[src/rtl/core/mpns_pkg.sv]
package mpns_pkg;

  // Fixed field widths.
  localparam int NODE_W   = 6;
  localparam int CLASS_W  = 2;
  localparam int MASK_W   = 64;
  localparam int CFG_IDX_W = 2;
  localparam int CFG_W    = 64;

  // The node search runs over eight groups of eight nodes.
  localparam int GRP_N    = 8;
  localparam int GRP_W    = 8;
  localparam int GRP_IDX_W = 3;
  // Search masks in priority order: pass one from the start, pass one wrapped,
  // pass two from the start, pass two wrapped.
  localparam int SRCH_N   = 4;

  localparam int MAX_NODES_DEF = 64;

  localparam logic [CLASS_W-1:0] CLASS_FREE = 2'd0;
  localparam logic [CLASS_W-1:0] CLASS_LOW  = 2'd1;
  localparam logic [CLASS_W-1:0] CLASS_OOM  = 2'd2;

  localparam logic OP_SELECT = 1'b0;
  localparam logic OP_NOTIFY = 1'b1;

  localparam logic [CFG_IDX_W-1:0] CFG_LOCAL_NODE  = 2'd0;
  localparam logic [CFG_IDX_W-1:0] CFG_ONLINE_MASK = 2'd1;
  localparam logic [CFG_IDX_W-1:0] CFG_POLICY_MODE = 2'd2;

  localparam logic POLICY_FIRST_FIT   = 1'b0;
  localparam logic POLICY_ROUND_ROBIN = 1'b1;

  typedef logic [NODE_W-1:0] node_tbl_t [MASK_W];

  typedef struct packed {
    logic notify;
    logic mask;
    logic group;
    logic pick;
    logic emit;
  } ctrl_cmd_t;

endpackage

[src/rtl/core/memory_pressure_node_selector_top.sv]
// Memory-pressure node selector: keeps a class per node and picks a target node.
// A notify is registered as a result on acceptance, while a select passes through the
// mask, group and pick states; either result then moves to the output register in the
// emit state, which waits while a full output register is not taken. The five-state
// sequencer serves one word at a time and takes no new word until the last is emitted.
// Reset (rst_ni low, asynchronous): every node free, no last pick, policy round-robin.
module memory_pressure_node_selector_top #(
  parameter int MAX_NODES = mpns_pkg::MAX_NODES_DEF
) (
  input  logic                           clk_i,
  input  logic                           rst_ni,
  // Configuration write port.
  input  logic                           cfg_we_i,
  input  logic [mpns_pkg::CFG_IDX_W-1:0] cfg_idx_i,
  input  logic [mpns_pkg::CFG_W-1:0]     cfg_wdata_i,
  // Input stream.
  input  logic                           s_axis_tvalid,
  output logic                           s_axis_tready,
  input  logic [7:0]                     s_axis_tdata,  // source_node[5:0], mem_class[7:6]
  input  logic                           s_axis_tuser,  // opcode
  // Output stream.
  output logic                           m_axis_tvalid,
  input  logic                           m_axis_tready,
  output logic [15:0]                    m_axis_tdata   // found[0], chosen_node[6:1],
                                                        // lowmem_enable[7],
                                                        // lowmem_disable[8], zero[15:9]
);

  mpns_pkg::ctrl_cmd_t          cmd;
  logic                         found, lowmem_en, lowmem_dis;
  logic [mpns_pkg::NODE_W-1:0]  chosen_node;

  // The controller sequences each word: a notify is applied on acceptance, while a
  // select runs through mask build, grouped priority search and final choice.
  mpns_ctrl u_ctrl (
    .clk_i       (clk_i),
    .rst_ni      (rst_ni),
    .in_valid_i  (s_axis_tvalid),
    .in_opcode_i (s_axis_tuser),
    .in_ready_o  (s_axis_tready),
    .out_valid_o (m_axis_tvalid),
    .out_ready_i (m_axis_tready),
    .cmd_o       (cmd)
  );

  // The datapath holds the configuration, the class vectors, the last pick and the
  // output register that lets a finished word wait while the next one is taken.
  mpns_dp #(
    .MAX_NODES (MAX_NODES)
  ) u_dp (
    .clk_i                (clk_i),
    .rst_ni               (rst_ni),
    .cmd_i                (cmd),
    .cfg_we_i             (cfg_we_i),
    .cfg_idx_i            (cfg_idx_i),
    .cfg_wdata_i          (cfg_wdata_i),
    .in_source_node_i     (s_axis_tdata[5:0]),
    .in_mem_class_i       (s_axis_tdata[7:6]),
    .out_found_o          (found),
    .out_chosen_node_o    (chosen_node),
    .out_lowmem_enable_o  (lowmem_en),
    .out_lowmem_disable_o (lowmem_dis)
  );

  assign m_axis_tdata = {7'd0, lowmem_dis, lowmem_en, chosen_node, found};

`ifndef NO_ASSERTIONS
  // In the cycle after a word is taken the sequencer is busy.
  a_busy_after_accept: assert property (@(posedge clk_i) disable iff (!rst_ni)
    s_axis_tvalid && s_axis_tready |=> !s_axis_tready)
    else $error("input taken while the previous word is still in work");

  // A word without a found node carries node zero.
  a_not_found_zero: assert property (@(posedge clk_i) disable iff (!rst_ni)
    m_axis_tvalid && !m_axis_tdata[0] |-> m_axis_tdata[6:1] == 6'd0)
    else $error("chosen node set without a found node");

  // The low-memory flags exclude each other and never ride on a select result.
  a_flags_exclusive: assert property (@(posedge clk_i) disable iff (!rst_ni)
    m_axis_tvalid |-> !(m_axis_tdata[7] && m_axis_tdata[8]) &&
                      !(m_axis_tdata[0] && (m_axis_tdata[7] || m_axis_tdata[8])))
    else $error("inconsistent result flags");
`endif

endmodule

[src/rtl/core/mpns_ctrl.sv]
module mpns_ctrl (
  input  logic                clk_i,
  input  logic                rst_ni,
  input  logic                in_valid_i,
  input  logic                in_opcode_i,
  output logic                in_ready_o,
  output logic                out_valid_o,
  input  logic                out_ready_i,
  output mpns_pkg::ctrl_cmd_t cmd_o
);

  typedef enum logic [4:0] {
    S_IDLE  = 5'b00001,
    S_MASK  = 5'b00010,
    S_GROUP = 5'b00100,
    S_PICK  = 5'b01000,
    S_EMIT  = 5'b10000
  } state_e;

  state_e state_q, state_d;
  logic   out_valid_q, out_valid_d;

  always_comb begin
    state_d = state_q;
    cmd_o   = '0;
    unique case (state_q)
      S_IDLE: begin
        if (in_valid_i) begin
          if (in_opcode_i == mpns_pkg::OP_NOTIFY) begin
            cmd_o.notify = 1'b1;
            state_d      = S_EMIT;
          end else begin
            state_d = S_MASK;
          end
        end
      end
      S_MASK: begin
        cmd_o.mask = 1'b1;
        state_d    = S_GROUP;
      end
      S_GROUP: begin
        cmd_o.group = 1'b1;
        state_d     = S_PICK;
      end
      S_PICK: begin
        cmd_o.pick = 1'b1;
        state_d    = S_EMIT;
      end
      S_EMIT: begin
        if (!out_valid_q || out_ready_i) begin
          cmd_o.emit = 1'b1;
          state_d    = S_IDLE;
        end
      end
      default: state_d = S_IDLE;
    endcase
  end

  always_comb begin
    if (cmd_o.emit) begin
      out_valid_d = 1'b1;
    end else if (out_ready_i) begin
      out_valid_d = 1'b0;
    end else begin
      out_valid_d = out_valid_q;
    end
  end

  always_ff @(posedge clk_i or negedge rst_ni) begin
    if (!rst_ni) begin
      state_q     <= S_IDLE;
      out_valid_q <= 1'b0;
    end else begin
      state_q     <= state_d;
      out_valid_q <= out_valid_d;
    end
  end

  assign in_ready_o  = (state_q == S_IDLE);
  assign out_valid_o = out_valid_q;

endmodule

[src/rtl/core/mpns_dp.sv]
module mpns_dp #(
  parameter int MAX_NODES = mpns_pkg::MAX_NODES_DEF
) (
  input  logic                               clk_i,
  input  logic                               rst_ni,
  input  mpns_pkg::ctrl_cmd_t                cmd_i,
  input  logic                               cfg_we_i,
  input  logic [mpns_pkg::CFG_IDX_W-1:0]     cfg_idx_i,
  input  logic [mpns_pkg::CFG_W-1:0]         cfg_wdata_i,
  input  logic [mpns_pkg::NODE_W-1:0]        in_source_node_i,
  input  logic [mpns_pkg::CLASS_W-1:0]       in_mem_class_i,
  output logic                               out_found_o,
  output logic [mpns_pkg::NODE_W-1:0]        out_chosen_node_o,
  output logic                               out_lowmem_enable_o,
  output logic                               out_lowmem_disable_o
);

  localparam int NW = mpns_pkg::NODE_W;
  localparam int MW = mpns_pkg::MASK_W;
  localparam int RING = (MAX_NODES < MW) ? MAX_NODES : MW;
  localparam logic [NW-1:0] RING_LAST = NW'(RING - 1);
  localparam logic [MW-1:0] RING_MASK = (MW'(1) << RING) - MW'(1);

  // Residue of every node number modulo the ring size, built by counting.
  function automatic mpns_pkg::node_tbl_t mod_table(input int ring);
    mpns_pkg::node_tbl_t tbl;
    int j;
    j = 0;
    for (int i = 0; i < MW; i++) begin
      tbl[i] = NW'(j);
      j = (j + 1 == ring) ? 0 : j + 1;
    end
    return tbl;
  endfunction

  localparam mpns_pkg::node_tbl_t MOD_TBL = mod_table(RING);

  function automatic logic [mpns_pkg::GRP_IDX_W-1:0] lowest8(
    input logic [mpns_pkg::GRP_W-1:0] v
  );
    logic [mpns_pkg::GRP_IDX_W-1:0] idx;
    idx = '0;
    for (int i = mpns_pkg::GRP_W - 1; i >= 0; i--) begin
      if (v[i]) idx = mpns_pkg::GRP_IDX_W'(i);
    end
    return idx;
  endfunction

  // Configuration registers.
  logic [NW-1:0] local_node_q;
  logic [MW-1:0] online_mask_q;
  logic          policy_mode_q;

  // Class table as one bit vector per class; reserved class three sets none.
  logic [MW-1:0] free_q, low_q, oom_q;
  logic [NW-1:0] last_pick_q;
  logic          last_valid_q;

  logic [MW-1:0] mask_q [mpns_pkg::SRCH_N];
  logic [mpns_pkg::GRP_N-1:0]     grp_any_q [mpns_pkg::SRCH_N];
  logic [mpns_pkg::GRP_IDX_W-1:0] grp_idx_q [mpns_pkg::SRCH_N][mpns_pkg::GRP_N];

  logic          res_found_q, res_en_q, res_dis_q;
  logic [NW-1:0] res_node_q;
  logic          out_found_q, out_en_q, out_dis_q;
  logic [NW-1:0] out_node_q;

  always_ff @(posedge clk_i or negedge rst_ni) begin
    if (!rst_ni) begin
      local_node_q  <= '0;
      online_mask_q <= '0;
      policy_mode_q <= mpns_pkg::POLICY_ROUND_ROBIN;
    end else if (cfg_we_i) begin
      unique case (cfg_idx_i)
        mpns_pkg::CFG_LOCAL_NODE:  local_node_q  <= cfg_wdata_i[NW-1:0];
        mpns_pkg::CFG_ONLINE_MASK: online_mask_q <= cfg_wdata_i;
        mpns_pkg::CFG_POLICY_MODE: policy_mode_q <= cfg_wdata_i[0];
        default: ;
      endcase
    end
  end

  // Scan start.
  logic [NW-1:0] base, first;
  logic [MW-1:0] cand, ge_mask, p1, p2;

  always_comb begin
    base = last_valid_q ? last_pick_q : MOD_TBL[local_node_q];
    if (policy_mode_q == mpns_pkg::POLICY_FIRST_FIT && last_valid_q) begin
      first = last_pick_q;
    end else begin
      first = (base == RING_LAST) ? '0 : base + NW'(1);
    end
    cand    = online_mask_q & RING_MASK & ~(MW'(1) << local_node_q);
    ge_mask = {MW{1'b1}} << first;
    p1      = cand & free_q;
    p2      = cand & (free_q | low_q);
  end

  // Notify decode.
  logic note_ok, note_en, note_dis;

  always_comb begin
    note_ok  = (32'(in_source_node_i) < RING);
    note_en  = note_ok && (in_mem_class_i == mpns_pkg::CLASS_OOM);
    note_dis = note_ok && oom_q[in_source_node_i] &&
               ((in_mem_class_i == mpns_pkg::CLASS_FREE) ||
                (in_mem_class_i == mpns_pkg::CLASS_LOW));
  end

  // Final choice over the grouped search results.
  logic                           pick_any;
  logic [mpns_pkg::GRP_IDX_W-1:0] pick_grp, pick_bit;

  always_comb begin
    logic [mpns_pkg::GRP_IDX_W-1:0] g_sel;
    g_sel    = '0;
    pick_any = 1'b0;
    pick_grp = '0;
    pick_bit = '0;
    for (int m = mpns_pkg::SRCH_N - 1; m >= 0; m--) begin
      if (|grp_any_q[m]) begin
        g_sel = lowest8(grp_any_q[m]);
        pick_any = 1'b1;
        pick_grp = g_sel;
        pick_bit = grp_idx_q[m][g_sel];
      end
    end
  end

  always_ff @(posedge clk_i or negedge rst_ni) begin
    if (!rst_ni) begin
      free_q       <= '1;
      low_q        <= '0;
      oom_q        <= '0;
      last_pick_q  <= '0;
      last_valid_q <= 1'b0;
    end else begin
      if (cmd_i.notify && note_ok) begin
        free_q[in_source_node_i] <= (in_mem_class_i == mpns_pkg::CLASS_FREE);
        low_q[in_source_node_i]  <= (in_mem_class_i == mpns_pkg::CLASS_LOW);
        oom_q[in_source_node_i]  <= (in_mem_class_i == mpns_pkg::CLASS_OOM);
      end
      if (cmd_i.pick && pick_any) begin
        last_pick_q  <= {pick_grp, pick_bit};
        last_valid_q <= 1'b1;
      end
    end
  end

  always_ff @(posedge clk_i) begin
    if (cmd_i.mask) begin
      mask_q[0] <= p1 & ge_mask;
      mask_q[1] <= p1;
      mask_q[2] <= p2 & ge_mask;
      mask_q[3] <= p2;
    end
    if (cmd_i.group) begin
      for (int m = 0; m < mpns_pkg::SRCH_N; m++) begin
        for (int g = 0; g < mpns_pkg::GRP_N; g++) begin
          grp_any_q[m][g] <= |mask_q[m][g*mpns_pkg::GRP_W +: mpns_pkg::GRP_W];
          grp_idx_q[m][g] <= lowest8(mask_q[m][g*mpns_pkg::GRP_W +: mpns_pkg::GRP_W]);
        end
      end
    end
    if (cmd_i.notify) begin
      res_found_q <= 1'b0;
      res_node_q  <= '0;
      res_en_q    <= note_en;
      res_dis_q   <= note_dis;
    end else if (cmd_i.pick) begin
      res_found_q <= pick_any;
      res_node_q  <= pick_any ? {pick_grp, pick_bit} : '0;
      res_en_q    <= 1'b0;
      res_dis_q   <= 1'b0;
    end
    if (cmd_i.emit) begin
      out_found_q <= res_found_q;
      out_node_q  <= res_node_q;
      out_en_q    <= res_en_q;
      out_dis_q   <= res_dis_q;
    end
  end

  assign out_found_o          = out_found_q;
  assign out_chosen_node_o    = out_node_q;
  assign out_lowmem_enable_o  = out_en_q;
  assign out_lowmem_disable_o = out_dis_q;

endmodule

[config.mk]
export PLATFORM = sky130hd
export DESIGN_NAME = memory_pressure_node_selector_top
export DESIGN_NICKNAME = d
export VERILOG_FILES = /design/src/rtl/core/mpns_pkg.sv /design/src/rtl/core/memory_pressure_node_selector_top.sv /design/src/rtl/core/mpns_ctrl.sv /design/src/rtl/core/mpns_dp.sv
export SDC_FILE = /design/constraint.sdc
export NUM_CORES = 1
export LEC_CHECK = 0
export ABC_CLOCK_PERIOD_IN_PS = 11900
export BUFFER_PORTS_ARGS = -buffer_cell sky130_fd_sc_hd__buf_4
export CORE_ASPECT_RATIO = 1.5
export CORE_MARGIN = 3
export CORE_UTILIZATION = 62
export CTS_BUF_LIST = sky130_fd_sc_hd__clkbuf_4 sky130_fd_sc_hd__clkbuf_8 sky130_fd_sc_hd__clkbuf_16
export CTS_CLUSTER_DIAMETER = 200
export DETAILED_ROUTE_END_ITERATION = 8
export GPL_ROUTABILITY_DRIVEN = 0
export PLACE_DENSITY = 0.76
export SLEW_MARGIN = 0
export SYNTH_ARGS = -nofsm -noshare
export SYNTH_HDL_FRONTEND = slang
export SYNTH_SLANG_ARGS = --single-unit
[constraint.sdc]
create_clock -name clk_i -period 11.9 [get_ports clk_i]
set_input_delay 1.19 -clock clk_i [delete_from_list [all_inputs] [get_ports clk_i]]
set_output_delay 1.19 -clock clk_i [all_outputs]
set_load 0.02 [all_outputs]
==> load_flow_metrics.sql, run 1 <==
INSERT INTO impl_metrics (metric_group, metric, value, unit) VALUES
('detailed_routing', 'postRouteAntennaNets', '0', ''),
('clock_network', 'clock_tree_buf_depth', '3', ''),
('detailed_routing', 'drt_first_pass_iters', '8', ''),
('worst_setup_path', 'cp.arrival', '4.27', 'ns'),
('min_path', 'hold_path_startpoint', 'u_dp.res_en_q', ''),
('die', 'ios', '98', ''),
('logic_synthesis', 'yosysWarnings', '0', ''),
('grt', 'globalRoute.totalOverflow', '0', ''),
('worst_setup_path', 'ff2ff_path_depth', '9', ''),
('logic_synthesis', 'synth_cell_types', '85', ''),
('die', 'die_h', '274', 'um'),
('sta', 'slew-limit-headroom', '15.3', '%'),
('final_layout', 'n_fill_cell', '3298', ''),
('clock_network', 'htree_levels', '2', ''),
('logic_synthesis', 'synth_top_area_cell', 'sky130_fd_sc_hd__edfxtp_1', ''),
('die', 'initial_core_utilization', '63.2', '%'),
('logic_synthesis', 'syn-mean-instance-area', '11.1', 'um^2'),
('grt', 'grt_antenna_before_repair', '3', ''),
('min_path', 'timing.hold.worst_path_depth', '0', ''),
('sta', 'whs', '0.431', 'ns'),
('sta', 'final_slew_viol_count', '0', ''),
('sta', 'rsz0062_at_grt', 'false', ''),
('power_and_ir_drop', 'leak_pwr', '12.2', 'nW'),
('sta', 'post-route-period-util', '33.1', '%'),
('clock_network', 'postCtsSetupBuffers', '0', ''),
('worst_setup_path', 'worstReg2RegStart', 'u_dp.last_valid_q', ''),
('die', 'rows', '97', ''),
('sta', 'fin_crit', '3.94', 'ns'),
('logic_synthesis', 'postSynth.topFlopCell', 'sky130_fd_sc_hd__edfxtp_1', ''),
('detailed_routing', 'first_iter_violations', '2779', ''),
('clock_network', 'clock_sink_count', '676', ''),
('worst_setup_path', 'rr_endpoint', 'u_dp.mask_q[2][30]', ''),
('grt', 'grt_start_max_net_pins', '182', ''),
('worst_setup_path', 'cp-start-kind', 'flip-flop', ''),
('run_status', 'run_status', 'finished clean', ''),
('detailed_routing', 'detail_route.drc_violations', '0', ''),
('logic_synthesis', 'synthesis.area', '0.0298', 'mm^2'),
('logic_synthesis', 'synth.yosys.seq_area_share', '63.6', '%'),
('sta', 'worst_max_slew_pin_slew', '1.27', 'ns'),
('clock_network', 'numCtsBuffers', '59', ''),
('clock_network', 'tritoncts', 'yes', ''),
('clock_network', 'clk_transition_reported_paths', '0.07', 'ns'),
('detailed_routing', 'viasPerCell', '6.42', ''),
('run', 'timing.max_cap.violations', '0', ''),
('logic_synthesis', 'synthArstFlopShare', '40.8', '%'),
('power_and_ir_drop', 'power_density_over_the_cells', '176', 'mW/mm^2'),
('worst_setup_path', 'regToRegSetupSlack', '7.96', 'ns'),
('logic_synthesis', 'synth_top_area_share', '39.7', '%'),
('final_layout', 'drive_above_1_share', '14.5', '%'),
('detailed_routing', 'wl_per_cell', '24.5', 'um'),
('logic_synthesis', 'netlist_top_cells_area', 'sky130_fd_sc_hd__edfxtp_1 (40%), sky130_fd_sc_hd__dfrtp_1 (18%), sky130_fd_sc_hd__dfstp_2 (5.8%), sky130_fd_sc_hd__nor2_1 (5.1%), sky130_fd_sc_hd__o21ai_0 (4.4%)', ''),
('min_path', 'hold-path-endpoint', 'u_dp.out_lowmem_enable_o', ''),
('sta', 'setup_viol', '0', ''),
('worst_setup_path', 'worstPathRequired', '12.23', 'ns'),
('logic_synthesis', 'synth_seq_cells', '676', ''),
('power_and_ir_drop', 'post-layout-total-power', '5.80', 'mW'),
('sta', 'max_freq', '254', 'MHz'),
('final_layout', 'antenna_cells_inserted', '0', ''),
('clock_network', 'cts_hold_buffers', '0', ''),
('power_and_ir_drop', 'ir_drop', '0.178', 'mV'),
('die', 'fp.dieArea', '0.0507', 'mm^2'),
('grt', 'first_pass_grt_wire_length', '125000', 'um'),
('logic_synthesis', 'postSynthCellCount', '2687', ''),
('grt', 'number_of_global_route_vias_before_repair', '21200', ''),
('sta', 'clock_skew', '0.0264', 'ns'),
('clock_network', 'clk-insertion-delay-late', '0.61', 'ns'),
('worst_setup_path', 'critical_path_end_type', 'flip-flop', ''),
('die', 'core-area', '0.0471', 'mm^2'),
('logic_synthesis', 'synth-edff-count', '393', ''),
('final_layout', 'finalNetCount', '2841', ''),
('placement', 'dp_hpwl', '62400', 'um');
-- cells in the final DEF, fill, tap and decap left out, types with 52 or more instances in the layout --
cell type / count
sky130_fd_sc_hd__a21oi_1: 68
sky130_fd_sc_hd__buf_4: 102
sky130_fd_sc_hd__clkbuf_16: 66
sky130_fd_sc_hd__dfrtp_1: 210
sky130_fd_sc_hd__dfstp_2: 66
sky130_fd_sc_hd__edfxtp_1: 393
sky130_fd_sc_hd__inv_1: 117
sky130_fd_sc_hd__mux2_2: 98
sky130_fd_sc_hd__nand2_1: 299
sky130_fd_sc_hd__nor2_1: 406
sky130_fd_sc_hd__nor2b_1: 52
sky130_fd_sc_hd__nor3_1: 168
sky130_fd_sc_hd__nor4_1: 104
sky130_fd_sc_hd__o21ai_0: 263
-- stage by stage --
step / setup WS (ns) / util, % / instances / cell area, um^2
3_5_place_dp: 8.05 / 65.7 / 3293 / 30900
5_1_grt: 7.77 / 70.1 / 3404 / 33000
3_3_place_gp: 8.13 / 65.7 / 3293 / 30900
4_1_cts: 8.11 / 70.1 / 3404 / 33000
2_1_floorplan: 0.916 / - / 2693 / 29800
6_report: 7.96 / 70.1 / 3404 / 33000
-- power breakdown --
group / total [mW] / internal [mW] / switching, mW
combinational: 0.914 / 0.249 / 0.665
clock: 2.03 / 1.17 / 0.866
sequential: 2.85 / 2.70 / 0.149
-- metal layers --
layer  track usage (%)  share of wire (%)  vias to the layer above
met5                 0              0.020                        -
met2              53.8                 48                     1251
met3              4.99                9.1                      273
met1              43.1                 36                    10500
li1                  -                  -                     9797
met4              17.5                6.7                        2
-- state kept, by name (all words and copies together) (netlist names) --
signal / flops
u_dp.low_q: 64
u_dp.res_found_q: 1
u_dp.out_found_o: 1
u_dp.free_q: 64
u_dp.last_valid_q: 1
u_dp.oom_q: 64
u_dp.local_node_q: 6
u_ctrl.out_valid_o: 1
u_dp.res_node_q: 6
u_dp.grp_idx_q: 96
u_dp.mask_q: 254
u_dp.policy_mode_q: 1
u_dp.last_pick_q: 6
u_dp.out_chosen_node_o: 6
u_dp.res_en_q: 1
u_dp.res_dis_q: 1
u_dp.out_lowmem_enable_o: 1
u_dp.online_mask_q: 64
u_dp.out_lowmem_disable_o: 1
u_ctrl.state_q: 5
u_dp.grp_any_q: 32
-- cell usage after synthesis (16+ instances only) --
library cell	instances
sky130_fd_sc_hd__a22oi_1	23
sky130_fd_sc_hd__dfrtp_1	210
sky130_fd_sc_hd__nor2b_1	52
sky130_fd_sc_hd__nor3_1	168
sky130_fd_sc_hd__nand2_1	299
sky130_fd_sc_hd__a21boi_0	24
sky130_fd_sc_hd__nor4_1	104
sky130_fd_sc_hd__o21ai_0	263
sky130_fd_sc_hd__dfstp_2	66
sky130_fd_sc_hd__edfxtp_1	393
sky130_fd_sc_hd__mux2_2	98
sky130_fd_sc_hd__nand2b_1	16
sky130_fd_sc_hd__a21oi_1	69
sky130_fd_sc_hd__o21a_1	20
sky130_fd_sc_hd__mux2i_1	35
sky130_fd_sc_hd__clkbuf_1	67
sky130_fd_sc_hd__nor2_1	406
sky130_fd_sc_hd__nand3_1	22
sky130_fd_sc_hd__inv_1	117
-- worst max-delay path, cell delays in order (launching register included) --
cell                      delay [ns]
sky130_fd_sc_hd__dfrtp_1        0.66
sky130_fd_sc_hd__mux2_2         0.39
sky130_fd_sc_hd__ha_1           0.31
sky130_fd_sc_hd__and3_1         0.22
sky130_fd_sc_hd__o21ai_0        0.28
sky130_fd_sc_hd__nand2_1        0.34
sky130_fd_sc_hd__nor2_1         0.57
sky130_fd_sc_hd__nand2_1        0.38
sky130_fd_sc_hd__o21ai_0        0.40
sky130_fd_sc_hd__nor3_1         0.09
-- final cells by class --
cell class                 count  area (um^2)  share of cell area [%]
tap                          594          743                    2.25
inverter                     117          439                    1.33
multi-input combinational   1802        10000                    30.3
sequential                   676        18900                    57.4
clock inverter                35          340                    1.03
clock buffer                  76         1740                    5.27
timing repair buffer         104          801                    2.43
-- kinds of logic (layout without fill, tap and decap cells) --
logic type               count (synthesis)  count (layout)  share of synthesized area, %
AO/OA/AOI/OAI                          498             498                          10.2
XOR/XNOR                                 3               3                        0.0883
adder cells (fa/ha/maj)                  1               1                        0.0420
buffers and inverters                  215             332                          2.96
flip-flops                             676             676                          63.6
multiplexers                           134             134                          4.96
other                                    1               7                        0.0126
AND/OR/NAND/NOR                       1159            1159                          18.1
-- how the worst max path moves through the flow --
stage | startpoint | end | slack (ns) | cells past startpoint
after floorplan | u_ctrl.state_q[4] | u_dp.grp_any_q[0][0] | 0.92 | 2
after global placement | rst_ni | u_dp.online_mask_q[17] | 8.13 | 3
after detailed placement | rst_ni | u_dp.online_mask_q[21] | 8.05 | 3
after CTS | u_dp.last_valid_q | u_dp.mask_q[2][30] | 8.11 | 9
after global routing | u_dp.last_valid_q | u_dp.mask_q[2][30] | 7.77 | 9
final | u_dp.last_valid_q | u_dp.mask_q[2][30] | 7.96 | 9
Power figures use the tool's default switching activity.
==> run 2: changes to the inputs <==
--- a/config.mk
+++ b/config.mk
@@ -5,16 +5,16 @@
 export SDC_FILE = /design/constraint.sdc
 export NUM_CORES = 1
 export LEC_CHECK = 0
-export ABC_CLOCK_PERIOD_IN_PS = 11900
+export ABC_CLOCK_PERIOD_IN_PS = 3180
 export BUFFER_PORTS_ARGS = -buffer_cell sky130_fd_sc_hd__buf_4
 export CORE_ASPECT_RATIO = 1.5
 export CORE_MARGIN = 3
-export CORE_UTILIZATION = 62
+export CORE_UTILIZATION = 56
 export CTS_BUF_LIST = sky130_fd_sc_hd__clkbuf_4 sky130_fd_sc_hd__clkbuf_8 sky130_fd_sc_hd__clkbuf_16
 export CTS_CLUSTER_DIAMETER = 200
 export DETAILED_ROUTE_END_ITERATION = 8
 export GPL_ROUTABILITY_DRIVEN = 0
-export PLACE_DENSITY = 0.76
+export PLACE_DENSITY = 0.72
 export SLEW_MARGIN = 0
 export SYNTH_ARGS = -nofsm -noshare
 export SYNTH_HDL_FRONTEND = slang
==> constraint.sdc (replaced) <==
create_clock -name clk_i -period 3.18 [get_ports clk_i]
set_input_delay 0.318 -clock clk_i [delete_from_list [all_inputs] [get_ports clk_i]]
set_output_delay 0.318 -clock clk_i [all_outputs]
set_load 0.02 [all_outputs]
==> load_flow_metrics.sql, run 2 (synthesis results as in run 1) <==
INSERT INTO impl_metrics (metric_group, metric, value, unit) VALUES
('min_path', 'hold_path_startpoint', 's_axis_tvalid', ''),
('detailed_routing', 'postRouteAntennaNets', '0', ''),
('sta', 'final_slew_viol_count', '0', ''),
('clock_network', 'clock_sink_count', '676', ''),
('final_layout', 'drive_above_1_share', '17.0', '%'),
('sta', 'post-route-period-util', '97.1', '%'),
('detailed_routing', 'viasPerCell', '6.19', ''),
('clock_network', 'cts_root_buffer', 'sky130_fd_sc_hd__clkbuf_16', ''),
('worst_setup_path', 'ff2ff_path_depth', '9', ''),
('final_layout', 'layout-area-overhead-vs-synth', '15.6', '%'),
('power_and_ir_drop', 'ir_drop', '0.538', 'mV'),
('final_layout', 'largest_register_ffs', '254', ''),
('die', 'die_h', '288', 'um'),
('worst_setup_path', 'worst-setup-path-type', 'reg2reg', ''),
('worst_setup_path', 'worstReg2RegStart', 'u_dp.last_valid_q', ''),
('die', 'ios', '98', ''),
('placement', 'preCtsSetupSlack', '-0.362', 'ns'),
('detailed_routing', 'dr_total_vias', '22500', ''),
('worst_setup_path', 'cp-start-kind', 'flip-flop', ''),
('die', 'die-width', '194', 'um'),
('sta', 'totalNegativeSetupSlack', '0', 'ns'),
('die', 'rows', '102', ''),
('die', 'core-area', '0.0521', 'mm^2'),
('clock_network', 'numCtsBuffers', '60', ''),
('grt', 'grt_antenna_before_repair', '1', ''),
('final_layout', 'commonest_cells_after_routing_fill_and_taps_aside', 'sky130_fd_sc_hd__nor2_1 (405), sky130_fd_sc_hd__edfxtp_1 (393), sky130_fd_sc_hd__nand2_1 (297)', ''),
('clock_network', 'tritoncts', 'yes', ''),
('grt', 'first_pass_grt_wire_length', '128000', 'um'),
('grt', 'globalRoute.totalOverflow', '0', ''),
('die', 'fp.dieArea', '0.0560', 'mm^2'),
('run', 'timing.max_cap.violations', '0', ''),
('final_layout', 'layout_cells_excl_fill', '3631', ''),
('final_layout', 'top_regs', 'u_dp.mask_q (254), u_dp.grp_idx_q (96)', ''),
('clock_network', 'clk_transition_reported_paths', '0.06', 'ns'),
('final_layout', 'largest_register', 'u_dp.mask_q', ''),
('detailed_routing', 'wl_per_cell', '23.7', 'um'),
('clock_network', 'clock_tree_buf_depth', '3', ''),
('grt', 'global_route.usage.total', '30.3', '%'),
('min_path', 'hold_crit_class', 'in2reg', ''),
('sta', 'setup_viol', '0', ''),
('clock_network', 'htree_levels', '2', ''),
('detailed_routing', 'routed_wl', '86100', 'um'),
('sta', 'worst_max_slew_pin_slew', '1.18', 'ns'),
('min_path', 'timing.hold.worst_path_depth', '3', ''),
('worst_setup_path', 'cp_max_fo', '8', ''),
('sta', 'slew-limit-headroom', '21.5', '%'),
('detailed_routing', 'detail_route.drc_violations', '0', ''),
('sta', 'final_hold_viol_count', '0', ''),
('detailed_routing', 'first_iter_violations', '2181', ''),
('run_status', 'run_status', 'finished clean', ''),
('worst_setup_path', 'worstPathRequired', '3.49', 'ns'),
('grt', 'grt_start_max_net_pins', '98', ''),
('worst_setup_path', 'rr_endpoint', 'u_dp.mask_q[2][41]', ''),
('worst_setup_path', 'critical_path_end_type', 'flip-flop', ''),
('sta', 'fin_crit', '3.09', 'ns'),
('sta', 'whs', '0.0360', 'ns'),
('grt', 'number_of_global_route_vias_before_repair', '21900', ''),
('placement', 'placement.io_buffers', '90', ''),
('min_path', 'hold-path-endpoint', 'u_ctrl.state_q[0]', ''),
('die', 'initial_core_utilization', '57.2', '%'),
('worst_setup_path', 'regToRegSetupSlack', '0.09', 'ns'),
('placement', 'placed_cells_incl_taps', '3453', ''),
('final_layout', 'post-route-cell-area', '0.0344', 'mm^2'),
('sta', 'setup_ws', '0.0908', 'ns'),
('final_layout', 'finalNetCount', '2987', ''),
('sta', 'clock_skew', '0.0234', 'ns'),
('worst_setup_path', 'cp.arrival', '3.40', 'ns'),
('final_layout', 'final_core_utilization', '66.1', '%'),
('placement', 'dp_hpwl', '64600', 'um'),
('clock_network', 'clk-insertion-delay-late', '0.60', 'ns'),
('power_and_ir_drop', 'post-layout-total-power', '21.9', 'mW'),
('power_and_ir_drop', 'power_density_over_the_cells', '636', 'mW/mm^2'),
('placement', 'dpl-instance-area', '0.0317', 'mm^2'),
('sta', 'max_freq', '324', 'MHz'),
('power_and_ir_drop', 'leak_pwr', '12.9', 'nW'),
('detailed_routing', 'drt_first_pass_iters', '7', ''),
('final_layout', 'mostFrequentLayoutCell', 'sky130_fd_sc_hd__nor2_1', '');
## run 2: where the power goes
group          switching [mW]  internal [mW]  total (mW)
clock                    3.13           4.09        7.21
sequential              0.491           10.1        10.6
combinational            2.76           1.31        4.07
total                    6.38           15.5        21.9
## run 2: worst max-delay path by stage
| stage | from | to | slack [ns] |
|---|---|---|---|
| 2_1_floorplan | u_ctrl.state_q[1] | u_dp.grp_any_q[0][0] | -1.31 |
| 3_3_place_gp | u_dp.last_valid_q | u_dp.mask_q[2][0] | -0.1 |
| 3_5_place_dp | u_dp.last_valid_q | u_dp.mask_q[0][6] | -0.36 |
| 4_1_cts | u_dp.last_valid_q | u_dp.mask_q[2][36] | 0.004 |
| 5_1_grt | u_dp.last_valid_q | u_dp.mask_q[0][14] | -0.03 |
| 6_report | u_dp.last_valid_q | u_dp.mask_q[2][41] | 0.09 |
## run 2: final cells by class
| class | instances | area, um^2 |
|---|---|---|
| clock inverters | 27 | 234 |
| flip-flops and latches | 676 | 18900 |
| diodes | 1 | 2.50 |
| multi-input cells | 1802 | 10100 |
| inverters | 117 | 439 |
| well taps | 676 | 846 |
| clock buffers | 83 | 1720 |
| fillers | 3907 | 17700 |
| repair buffers | 249 | 2160 |
## run 2: worst max-delay path: stages (launching register included)
cell	delay [ns]
sky130_fd_sc_hd__dfrtp_1	0.49
sky130_fd_sc_hd__mux2_2	0.37
sky130_fd_sc_hd__ha_1	0.29
sky130_fd_sc_hd__and3_1	0.22
sky130_fd_sc_hd__o21ai_0	0.27
sky130_fd_sc_hd__nand2_2	0.22
sky130_fd_sc_hd__nand2_1	0.24
sky130_fd_sc_hd__o21ai_0	0.14
sky130_fd_sc_hd__a21oi_1	0.45
sky130_fd_sc_hd__nor3_1	0.10
## run 2: routing by layer
metal	GRT usage [%]	wire [um]
met1	38.6	31700
met2	50.1	40700
met3	4.67	7740
met4	17.0	5890
met5	0	0
## run 2: what timing repair did
item / in CTS / in global routing
setup buffers: 0 / 0
setup endpoints to repair: 20 / 50
hold endpoints to repair: 138 / 0
hold buffers: 67 / 0
cloned: 0 / 0
resized for setup: 2 / 18
